## config.mk

```make
export PLATFORM = sky130hd
export DESIGN_NAME = sha256_message_digest_top_flat
export DESIGN_NICKNAME = d
export VERILOG_FILES = /design/src/rtl/sha256_pkg.sv /design/src/rtl/sha256_if.sv /design/src/rtl/sha256_queue.sv /design/src/rtl/sha256_core.sv /design/src/rtl/sha256_message_digest_top.sv /design/src/flat_wrapper.sv
export SDC_FILE = /design/constraint.sdc
export NUM_CORES = 2
export LEC_CHECK = 0
export BUFFER_PORTS_ARGS = -buffer_cell sky130_fd_sc_hd__buf_2
export CORE_ASPECT_RATIO = 0.6
export CORE_MARGIN = 8
export CORE_UTILIZATION = 47
export CTS_BUF_LIST = sky130_fd_sc_hd__clkbuf_8
export DETAILED_ROUTE_END_ITERATION = 10
export SYNTH_ARGS = -nofsm -noshare
export SYNTH_HDL_FRONTEND = slang
export SYNTH_HIERARCHICAL = 1
export SYNTH_SLANG_ARGS = --single-unit
```

## constraint.sdc

```tcl
create_clock -name clk -period 15.95 [get_ports clk]
set_input_delay 2.3925 -clock clk [delete_from_list [all_inputs] [get_ports clk]]
set_output_delay 2.3925 -clock clk [all_outputs]
set_load 0.01 [all_outputs]
```

## src/rtl/sha256_pkg.sv

```systemverilog
// ----------------------------------------------------------------------------
// SHA-256 package
// Shared constants, types and round functions of the SHA-256 digest block.
// ----------------------------------------------------------------------------
package sha256_pkg;

	localparam int QUEUE_DEPTH = 4;

	typedef logic [31:0] word_t;

	localparam word_t INIT_HASH [8] = '{
		32'h6a09e667, 32'hbb67ae85, 32'h3c6ef372, 32'ha54ff53a,
		32'h510e527f, 32'h9b05688c, 32'h1f83d9ab, 32'h5be0cd19
	};

	localparam word_t ROUND_K [64] = '{
		32'h428a2f98, 32'h71374491, 32'hb5c0fbcf, 32'he9b5dba5, 32'h3956c25b, 32'h59f111f1,
		32'h923f82a4, 32'hab1c5ed5, 32'hd807aa98, 32'h12835b01, 32'h243185be, 32'h550c7dc3,
		32'h72be5d74, 32'h80deb1fe, 32'h9bdc06a7, 32'hc19bf174, 32'he49b69c1, 32'hefbe4786,
		32'h0fc19dc6, 32'h240ca1cc, 32'h2de92c6f, 32'h4a7484aa, 32'h5cb0a9dc, 32'h76f988da,
		32'h983e5152, 32'ha831c66d, 32'hb00327c8, 32'hbf597fc7, 32'hc6e00bf3, 32'hd5a79147,
		32'h06ca6351, 32'h14292967, 32'h27b70a85, 32'h2e1b2138, 32'h4d2c6dfc, 32'h53380d13,
		32'h650a7354, 32'h766a0abb, 32'h81c2c92e, 32'h92722c85, 32'ha2bfe8a1, 32'ha81a664b,
		32'hc24b8b70, 32'hc76c51a3, 32'hd192e819, 32'hd6990624, 32'hf40e3585, 32'h106aa070,
		32'h19a4c116, 32'h1e376c08, 32'h2748774c, 32'h34b0bcb5, 32'h391c0cb3, 32'h4ed8aa4a,
		32'h5b9cca4f, 32'h682e6ff3, 32'h748f82ee, 32'h78a5636f, 32'h84c87814, 32'h8cc70208,
		32'h90befffa, 32'ha4506ceb, 32'hbef9a3f7, 32'hc67178f2
	};

	localparam logic [7:0] PAD_BYTE = 8'h80;
	localparam logic [5:0] LEN_POS = 6'd56;

	// Queue entry: one classified item.
	typedef struct packed {
		logic [7:0] data_byte;
		logic       byte_present;
		logic       end_of_message;
	} item_t;

	typedef enum logic [2:0] {
		ST_LOAD,
		ST_PAD,
		ST_ROUND,
		ST_ADD,
		ST_EMIT
	} state_t;

	function automatic word_t rotr(word_t v, int s);
		return (v >> s) | (v << (32 - s));
	endfunction

endpackage

```

## src/rtl/sha256_if.sv

```systemverilog
// ----------------------------------------------------------------------------
// SHA-256 stream interfaces
// Valid/ready channels for input items and digest words.
// ----------------------------------------------------------------------------
interface sha256_in_if;
	logic       valid;
	logic       ready;
	logic [7:0] data_byte;
	logic       byte_present;
	logic       end_of_message;
	modport source (output valid, data_byte, byte_present, end_of_message, input ready);
	modport sink (input valid, data_byte, byte_present, end_of_message, output ready);
endinterface

interface sha256_out_if;
	logic        valid;
	logic        ready;
	logic [31:0] digest_word;
	logic [2:0]  word_index;
	logic        last_word;
	modport source (output valid, digest_word, word_index, last_word, input ready);
	modport sink (input valid, digest_word, word_index, last_word, output ready);
endinterface

```

## src/rtl/sha256_queue.sv

```systemverilog
// ----------------------------------------------------------------------------
// SHA-256 item queue
// Front part: takes items, drops empty non-final ones, buffers the rest.
// ----------------------------------------------------------------------------
module sha256_queue import sha256_pkg::*; #(
	parameter int DEPTH = QUEUE_DEPTH
) (
	input  logic  clk,
	input  logic  arst_n,
	sha256_in_if.sink in_ch,
	output logic  q_valid,
	output item_t q_item,
	input  logic  q_pop
);
	localparam int AW = (DEPTH > 1) ? $clog2(DEPTH) : 1;
	item_t          mem_q [DEPTH];
	logic [AW-1:0]  rd_q, wr_q;
	logic [AW:0]    cnt_q;
	logic           push, keep;

	assign in_ch.ready = (cnt_q != (AW+1)'(DEPTH));
	assign keep = in_ch.byte_present | in_ch.end_of_message;
	assign push = in_ch.valid & in_ch.ready & keep;
	assign q_valid = (cnt_q != '0);
	assign q_item = mem_q[rd_q];

	always_ff @(posedge clk) begin
		if (push) begin
			mem_q[wr_q] <= '{in_ch.data_byte, in_ch.byte_present, in_ch.end_of_message};
		end
	end

	always_ff @(posedge clk or negedge arst_n) begin
		if (!arst_n) begin
			rd_q <= '0;
			wr_q <= '0;
			cnt_q <= '0;
		end else begin
			if (push) wr_q <= (wr_q == AW'(DEPTH-1)) ? '0 : wr_q + 1'b1;
			if (q_pop) rd_q <= (rd_q == AW'(DEPTH-1)) ? '0 : rd_q + 1'b1;
			cnt_q <= cnt_q + (AW+1)'(push) - (AW+1)'(q_pop);
		end
	end
endmodule

```

## src/rtl/sha256_core.sv

```systemverilog
// ----------------------------------------------------------------------------
// SHA-256 compression engine
// Back part: packs bytes into the schedule, pads, runs rounds, emits digest.
// ----------------------------------------------------------------------------
module sha256_core import sha256_pkg::*; (
	input  logic  clk,
	input  logic  arst_n,
	input  logic  q_valid,
	input  item_t q_item,
	output logic  q_pop,
	sha256_out_if.source out_ch
);
	state_t      state_q, state_d;
	word_t       h_q [8];
	word_t       w_q [16];
	word_t       a_q, b_q, c_q, d_q, e_q, f_q, g_q, hh_q;
	logic [5:0]  fill_q;
	logic [60:0] len_q;
	logic [5:0]  rnd_q;
	logic        final_q;
	logic        pad_mark_q;
	logic        lenblk_q;
	logic        fin_q;
	logic [2:0]  idx_q;
	logic        shift_en;
	logic [7:0]  pbyte, sbyte;
	word_t       t1, t2, s0, s1, wn;
	logic [63:0] bits;

	assign bits = {len_q, 3'b000};

	always_comb begin
		s0 = rotr(w_q[1], 7) ^ rotr(w_q[1], 18) ^ (w_q[1] >> 3);
		s1 = rotr(w_q[14], 17) ^ rotr(w_q[14], 19) ^ (w_q[14] >> 10);
		wn = w_q[0] + s0 + w_q[9] + s1;
		t1 = hh_q + (rotr(e_q, 6) ^ rotr(e_q, 11) ^ rotr(e_q, 25)) +
			((e_q & f_q) ^ (~e_q & g_q)) + ROUND_K[rnd_q] + w_q[0];
		t2 = (rotr(a_q, 2) ^ rotr(a_q, 13) ^ rotr(a_q, 22)) +
			((a_q & b_q) ^ (a_q & c_q) ^ (b_q & c_q));
	end

	// The block that carries the length gets its bytes from position 56 on.
	always_comb begin
		if (!pad_mark_q) pbyte = PAD_BYTE;
		else if (lenblk_q && fill_q >= LEN_POS) pbyte = bits[{~fill_q[2:0], 3'b000} +: 8];
		else pbyte = 8'h00;
	end

	assign sbyte = (state_q == ST_PAD) ? pbyte : q_item.data_byte;
	assign shift_en = (state_q == ST_LOAD && q_valid && q_item.byte_present) ||
		(state_q == ST_PAD);

	assign out_ch.valid = (state_q == ST_EMIT);
	assign out_ch.digest_word = h_q[idx_q];
	assign out_ch.word_index = idx_q;
	assign out_ch.last_word = (idx_q == 3'd7);
	assign q_pop = (state_q == ST_LOAD) & q_valid;

	always_comb begin
		state_d = state_q;
		unique case (state_q)
			ST_LOAD: begin
				if (q_valid) begin
					if (q_item.byte_present && fill_q == 6'd63) state_d = ST_ROUND;
					else if (q_item.end_of_message) state_d = ST_PAD;
				end
			end
			ST_PAD: begin
				if (fill_q == 6'd63) state_d = ST_ROUND;
			end
			ST_ROUND: begin
				if (rnd_q == 6'd63) state_d = ST_ADD;
			end
			ST_ADD: begin
				if (fin_q) state_d = ST_EMIT;
				else if (final_q) state_d = ST_PAD;
				else state_d = ST_LOAD;
			end
			ST_EMIT: begin
				if (out_ch.ready && idx_q == 3'd7) state_d = ST_LOAD;
			end
			default: state_d = ST_LOAD;
		endcase
	end

	always_ff @(posedge clk or negedge arst_n) begin
		if (!arst_n) begin
			state_q <= ST_LOAD;
			for (int i = 0; i < 8; i++) h_q[i] <= INIT_HASH[i];
			fill_q <= '0;
			len_q <= '0;
			rnd_q <= '0;
			final_q <= 1'b0;
			pad_mark_q <= 1'b0;
			lenblk_q <= 1'b0;
			fin_q <= 1'b0;
			idx_q <= '0;
		end else begin
			state_q <= state_d;
			unique case (state_q)
				ST_LOAD: begin
					if (q_valid) begin
						if (q_item.byte_present) begin
							fill_q <= fill_q + 1'b1;
							len_q <= len_q + 1'b1;
						end
						final_q <= q_item.end_of_message;
					end
				end
				ST_PAD: begin
					pad_mark_q <= 1'b1;
					fill_q <= fill_q + 1'b1;
					if (!pad_mark_q) lenblk_q <= (fill_q <= 6'd55);
					if (fill_q == 6'd63) fin_q <= pad_mark_q & lenblk_q;
				end
				ST_ROUND: begin
					rnd_q <= rnd_q + 1'b1;
				end
				ST_ADD: begin
					h_q[0] <= h_q[0] + a_q; h_q[1] <= h_q[1] + b_q;
					h_q[2] <= h_q[2] + c_q; h_q[3] <= h_q[3] + d_q;
					h_q[4] <= h_q[4] + e_q; h_q[5] <= h_q[5] + f_q;
					h_q[6] <= h_q[6] + g_q; h_q[7] <= h_q[7] + hh_q;
					lenblk_q <= 1'b1;
					if (fin_q) begin
						fin_q <= 1'b0;
						final_q <= 1'b0;
					end
					idx_q <= '0;
				end
				ST_EMIT: begin
					if (out_ch.ready) begin
						idx_q <= idx_q + 1'b1;
						if (idx_q == 3'd7) begin
							for (int i = 0; i < 8; i++) h_q[i] <= INIT_HASH[i];
							fill_q <= '0;
							len_q <= '0;
							pad_mark_q <= 1'b0;
						end
					end
				end
				default: ;
			endcase
		end
	end

	// The schedule window doubles as a 64-byte shift register while a block fills.
	always_ff @(posedge clk) begin
		if (shift_en) begin
			for (int i = 0; i < 15; i++) w_q[i] <= {w_q[i][23:0], w_q[i+1][31:24]};
			w_q[15] <= {w_q[15][23:0], sbyte};
		end else if (state_q == ST_ROUND) begin
			for (int i = 0; i < 15; i++) w_q[i] <= w_q[i+1];
			w_q[15] <= wn;
		end
		if (state_d == ST_ROUND && state_q != ST_ROUND) begin
			a_q <= h_q[0]; b_q <= h_q[1]; c_q <= h_q[2]; d_q <= h_q[3];
			e_q <= h_q[4]; f_q <= h_q[5]; g_q <= h_q[6]; hh_q <= h_q[7];
		end else if (state_q == ST_ROUND) begin
			hh_q <= g_q; g_q <= f_q; f_q <= e_q; e_q <= d_q + t1;
			d_q <= c_q; c_q <= b_q; b_q <= a_q; a_q <= t1 + t2;
		end
	end
endmodule

```

## src/rtl/sha256_message_digest_top.sv

```systemverilog
// Output: with an empty queue the first digest word shows once the final item's message has
// been padded and hashed, with an extra block when the padding needs one; then one word a cycle while ready is high.
// Throughput: one byte per cycle while a block fills, then the 64 rounds and the hash update
// run for each 64-byte block, during which bytes wait in the queue.
// Reset: arst_n asynchronously clears the queue and loads the initial hash.
// ----------------------------------------------------------------------------
// SHA-256 message digest top level
// Item queue in front of the compression engine.
// ----------------------------------------------------------------------------
module sha256_message_digest_top import sha256_pkg::*; #(
	parameter int DEPTH = QUEUE_DEPTH
) (
	input logic clk,
	input logic arst_n,
	sha256_in_if.sink in_ch,
	sha256_out_if.source out_ch
);
	logic  q_valid, q_pop;
	item_t q_item;

	sha256_queue #(.DEPTH(DEPTH)) u_queue (
		.clk, .arst_n, .in_ch, .q_valid, .q_item, .q_pop
	);
	sha256_core u_core (
		.clk, .arst_n, .q_valid, .q_item, .q_pop, .out_ch
	);
endmodule

```

## src/flat_wrapper.sv

```systemverilog
// flat-port wrapper written by rule: the top's interface ports become plain ports
module sha256_message_digest_top_flat import sha256_pkg::*;
#(
	parameter int DEPTH = QUEUE_DEPTH
)
  (clk, arst_n, in_ch_valid, in_ch_data_byte, in_ch_byte_present, in_ch_end_of_message, in_ch_ready, out_ch_valid, out_ch_digest_word, out_ch_word_index, out_ch_last_word, out_ch_ready);
  sha256_in_if in_ch_i ();
  sha256_out_if out_ch_i ();
  input logic clk;
  input logic arst_n;
  input wire logic [$bits(in_ch_i.valid)-1:0] in_ch_valid;
  input wire logic [$bits(in_ch_i.data_byte)-1:0] in_ch_data_byte;
  input wire logic [$bits(in_ch_i.byte_present)-1:0] in_ch_byte_present;
  input wire logic [$bits(in_ch_i.end_of_message)-1:0] in_ch_end_of_message;
  output wire logic [$bits(in_ch_i.ready)-1:0] in_ch_ready;
  output wire logic [$bits(out_ch_i.valid)-1:0] out_ch_valid;
  output wire logic [$bits(out_ch_i.digest_word)-1:0] out_ch_digest_word;
  output wire logic [$bits(out_ch_i.word_index)-1:0] out_ch_word_index;
  output wire logic [$bits(out_ch_i.last_word)-1:0] out_ch_last_word;
  input wire logic [$bits(out_ch_i.ready)-1:0] out_ch_ready;
  assign in_ch_i.valid = in_ch_valid;
  assign in_ch_i.data_byte = in_ch_data_byte;
  assign in_ch_i.byte_present = in_ch_byte_present;
  assign in_ch_i.end_of_message = in_ch_end_of_message;
  assign in_ch_ready = in_ch_i.ready;
  assign out_ch_valid = out_ch_i.valid;
  assign out_ch_digest_word = out_ch_i.digest_word;
  assign out_ch_word_index = out_ch_i.word_index;
  assign out_ch_last_word = out_ch_i.last_word;
  assign out_ch_i.ready = out_ch_ready;
  sha256_message_digest_top #(.DEPTH(DEPTH)) u_core (.clk(clk), .arst_n(arst_n), .in_ch(in_ch_i), .out_ch(out_ch_i));
endmodule
```

==> summary.txt <==
Outcome
  – Status: complete, no violations

STA
  – Slew HR: 9.147%
  – Unrepaired setup endpoints after global routing: false
  – Fin crit period: slightly above 10 ns
  – Final hold violations: 0
  – Crit share post-route: 63.34%
  – Fmax: around 0.099 GHz
  – Worst Skew: 0.07451 ns
  – Final TNS setup: 0 ns
  – Worst-Margin Slew: 1.352 ns
  – Setup-failing EPs final: 0
  – Slew Limit Fails: 0

Finish
  – Nets: 8897
  – Share of cells above drive strength 1: 9.001%
  – Final non-filler cell total: 10660
  – Area Overhead vs Synth: 7.502%

Critical path
  – R2R setup slack: 5.85 ns
  – Slowest-stage cell, CP: nor2_1
  – Reg2Reg Depth: 36
  – Largest fanout on the critical path: 14
  – RR Endpoint: u_core/u_core/a_q[29]
  – CP Data Arrival Time: 10.76 ns
  – Crit start category: register
  – Reg-to-Reg Start: u_core/u_core/rnd_q[0]
  – Delay of the slowest critical-path stage: 0.75 ns
  – CP required: 16.61 ns
  – Setup crit end kind: register
  – CP Class: register to register

Worst hold path
  – Worst hold path type: register to register
  – Hold path cells: 2
  – Hold path start: u_core/u_core/w_q[1][79]
  – Worst Hold End: u_core/u_core/w_q[1][47]

Flow run
  – Max-cap viol count: 0

Synth
  – Asr flop ratio synth: approximately 30%
  – Cell taking the most area after synthesis: edfxtp_1
  – Synth Instances: 8401
  – EDFF count, synth: 808
  – Mean Syn Cell Area: just over 9 um2
  – Synth top area share: 31.15%
  – Synth warnings: 6
  – Top-count cell post-synth: nand2_1
  – Sequential area share after synthesis: 42.48%
  – Syn Nets: approximately 9000
  – Post-synth cell types: 104
  – Dominant synthesized flop cell: edfxtp_1
  – Top cells by count, synth: 2347 x nand2_1, 808 x edfxtp_1, 475 x a21oi_1
  – Area contributors post-synth: edfxtp_1 31%, nand2_1 11%, dfrtp_1 6.7%
  – Yosys reg bits: ~1200
  – Syn Std Cell Area: 77890 um2

CTS
  – Post_cts resized: 0
  – CTS root buf: clkbuf_8
  – Total CTS buffers: 193
  – Reg clk slew, reported paths: 0.07 ns
  – Clk sinks: 1154
  – Cts hold-fix bufs: 0
  – Postcts setup bufs: 0
  – Worst-skew pair later-pin latency: 0.94 ns
  – CTS tree: done
  – Bufs on Longest Clock Path: 4
  – H-tree depth: 4

Detailed routing
  – DR vias: ~63000
  – WL per Instance: 25.65 um
  – Post-Route WL: 273.4 mm
  – DRC viols: 0
  – Drt via density: around 6
  – DRT iter0 DRCs: 8502
  – Final ANT Viol Nets: 0
  – DR pass1 iterations: 6

Global route
  – Grt met3 use: between 10% and 20%
  – Largest net degree at the start of global routing: 207
  – Global Route met2 Usage: ~33%
  – GRT Residual Overflow: 0
  – Initial antenna violation count: 13
  – Met1 Track Usage GR: between 40% and 50%
  – GRT busiest layer: met1
  – Vias in the first global route: 56920
  – GRT Total Usage: between 20% and 30%
  – Global-route wire length before repair: 396.2 mm

Placed design
  – RD Place Congestion: 1.005
  – IO Port Bufs: 51
  – Hpwl dp: 201.2 mm
  – Cells after DPL: 10300

Floorplan
  – Ports: 52
  – Die W: 541.6 um
  – Row count: 115
  – Initial Util: ~47%
  – Die area: 179400 um2
  – Core ar.: 164200 um2
  – Die height: roughly 330 um
kinds of logic after synthesis:
logic type	synth area share, %
adders and majority gates	11.68
xor gates and xnor gates	7.113
muxes	3.990
buffers and inverters	4.345
and+or+nand+nor	17.59
AOI/OAI and AO/OA	12.80
DFF	42.48
cell usage in the layout (no fill, tap or decap), drive strengths merged, types with 14 or more instances in the layout:
cell,netlist,layout
mux2i,24,24
mux4,95,95
or2,17,17
a21o,188,188
fa,196,196
xnor2,365,365
clkbuf,419,215
nor2,370,370
a21oi,480,480
o21a,66,66
o211ai,31,31
ha,411,411
o21bai,30,30
buf,42,141
dfrtp,210,210
xor2,265,265
o31ai,33,33
a211oi,39,39
mux2,64,64
a211o,14,14
or3,30,30
a31oi,46,46
nand3,161,161
nand2b,74,74
edfxtp,808,808
nand2,2347,2347
inv,435,508
nor4,15,15
o21ai,497,497
dfstp,136,136
nor3,112,112
and2,21,21
clkinv,2,58
nor2b,35,35
nand4,35,35
o311ai,16,16
o31a,14,14
and3,53,53
worst max path at each step:
stage                                      start                 endpoint  slack [ns]  cells after the start
after floorplan           u_core/u_queue/rd_q[0]  u_core/u_core/w_q[0][0]        2.20                      6
after global placement    u_core/u_core/rnd_q[0]    u_core/u_core/a_q[29]        6.18                     36
after detailed placement  u_core/u_core/rnd_q[0]    u_core/u_core/a_q[29]        6.25                     36
after CTS                 u_core/u_core/rnd_q[0]    u_core/u_core/a_q[29]        6.17                     36
after global routing      u_core/u_core/rnd_q[0]    u_core/u_core/a_q[31]        5.32                     36
final                     u_core/u_core/rnd_q[0]    u_core/u_core/a_q[29]        5.85                     36
sequential cells by signal, summed over array words and instances, names as in the netlist:
name,cells
u_core/u_queue/rd_q,2
u_core/u_core/rnd_q,6
u_core/u_core/f_q,32
u_core/u_core/a_q,32
u_core/u_core/len_q,61
u_core/u_core/w_q,512
u_core/u_queue/cnt_q,3
u_core/u_core/d_q,32
u_core/u_core/g_q,32
u_core/u_core/b_q,32
u_core/u_queue/wr_q,2
u_core/u_core/final_q,1
u_core/u_core/pad_mark_q,1
u_core/u_core/state_q,3
u_core/u_queue/mem_q,40
u_core/u_core/h_q,256
u_core/u_core/lenblk_q,1
u_core/u_core/c_q,32
u_core/u_core/hh_q,32
u_core/u_core/fill_q,6
u_core/u_core/out_ch.word_index,3
u_core/u_core/fin_q,1
u_core/u_core/e_q,32
critical path: cells and delay by family, from the launching register on:
family | cells | cell delay [ns]
fa+ha+maj | 5 | 2.44
mux | 1 | 0.54
xor+xnor | 2 | 0.35
flops | 1 | 0.56
compound gates | 18 | 3.74
simple gates | 7 | 1.63
buf+inv | 3 | 0.54
per-stage QoR:
step | area (um2) | setup WS (ns) | hold WS [ns] | util (%)
global placement | 80090 | 6.179 | 0.4960 | 48.78
floorplan | 77890 | 2.199 | 0.4721 | -
global route | 83720 | 5.318 | 0.5391 | 50.99
finish | 83730 | 5.847 | 0.5198 | 51.00
CTS | 83720 | 6.174 | 0.5133 | 50.99
detailed placement | 80090 | 6.248 | 0.4944 | 48.78
layer usage:
metal	part of all wire, %	wire length, um	vias to the layer above
met5	0.016	44	-
met4	1.4	3962	6
met3	15	39670	307
met2	34	92430	3011
met1	50	137300	31010
li1	-	-	28600
layout make-up:
type | count | area, um2
diodes | 6 | 15.01
inverters | 437 | 1640
clock buffers | 215 | 2959
repair buffers | 141 | 1054
clock inverters | 136 | 669.4
multi-input cells | 6349 | 41510
well taps | 2223 | 2781
flip-flops and latches | 1154 | 33110
fillers | 15260 | 80440
Power is not shown: default switching activity piles up to over one toggle a cycle in this logic, so the estimate is an artifact.
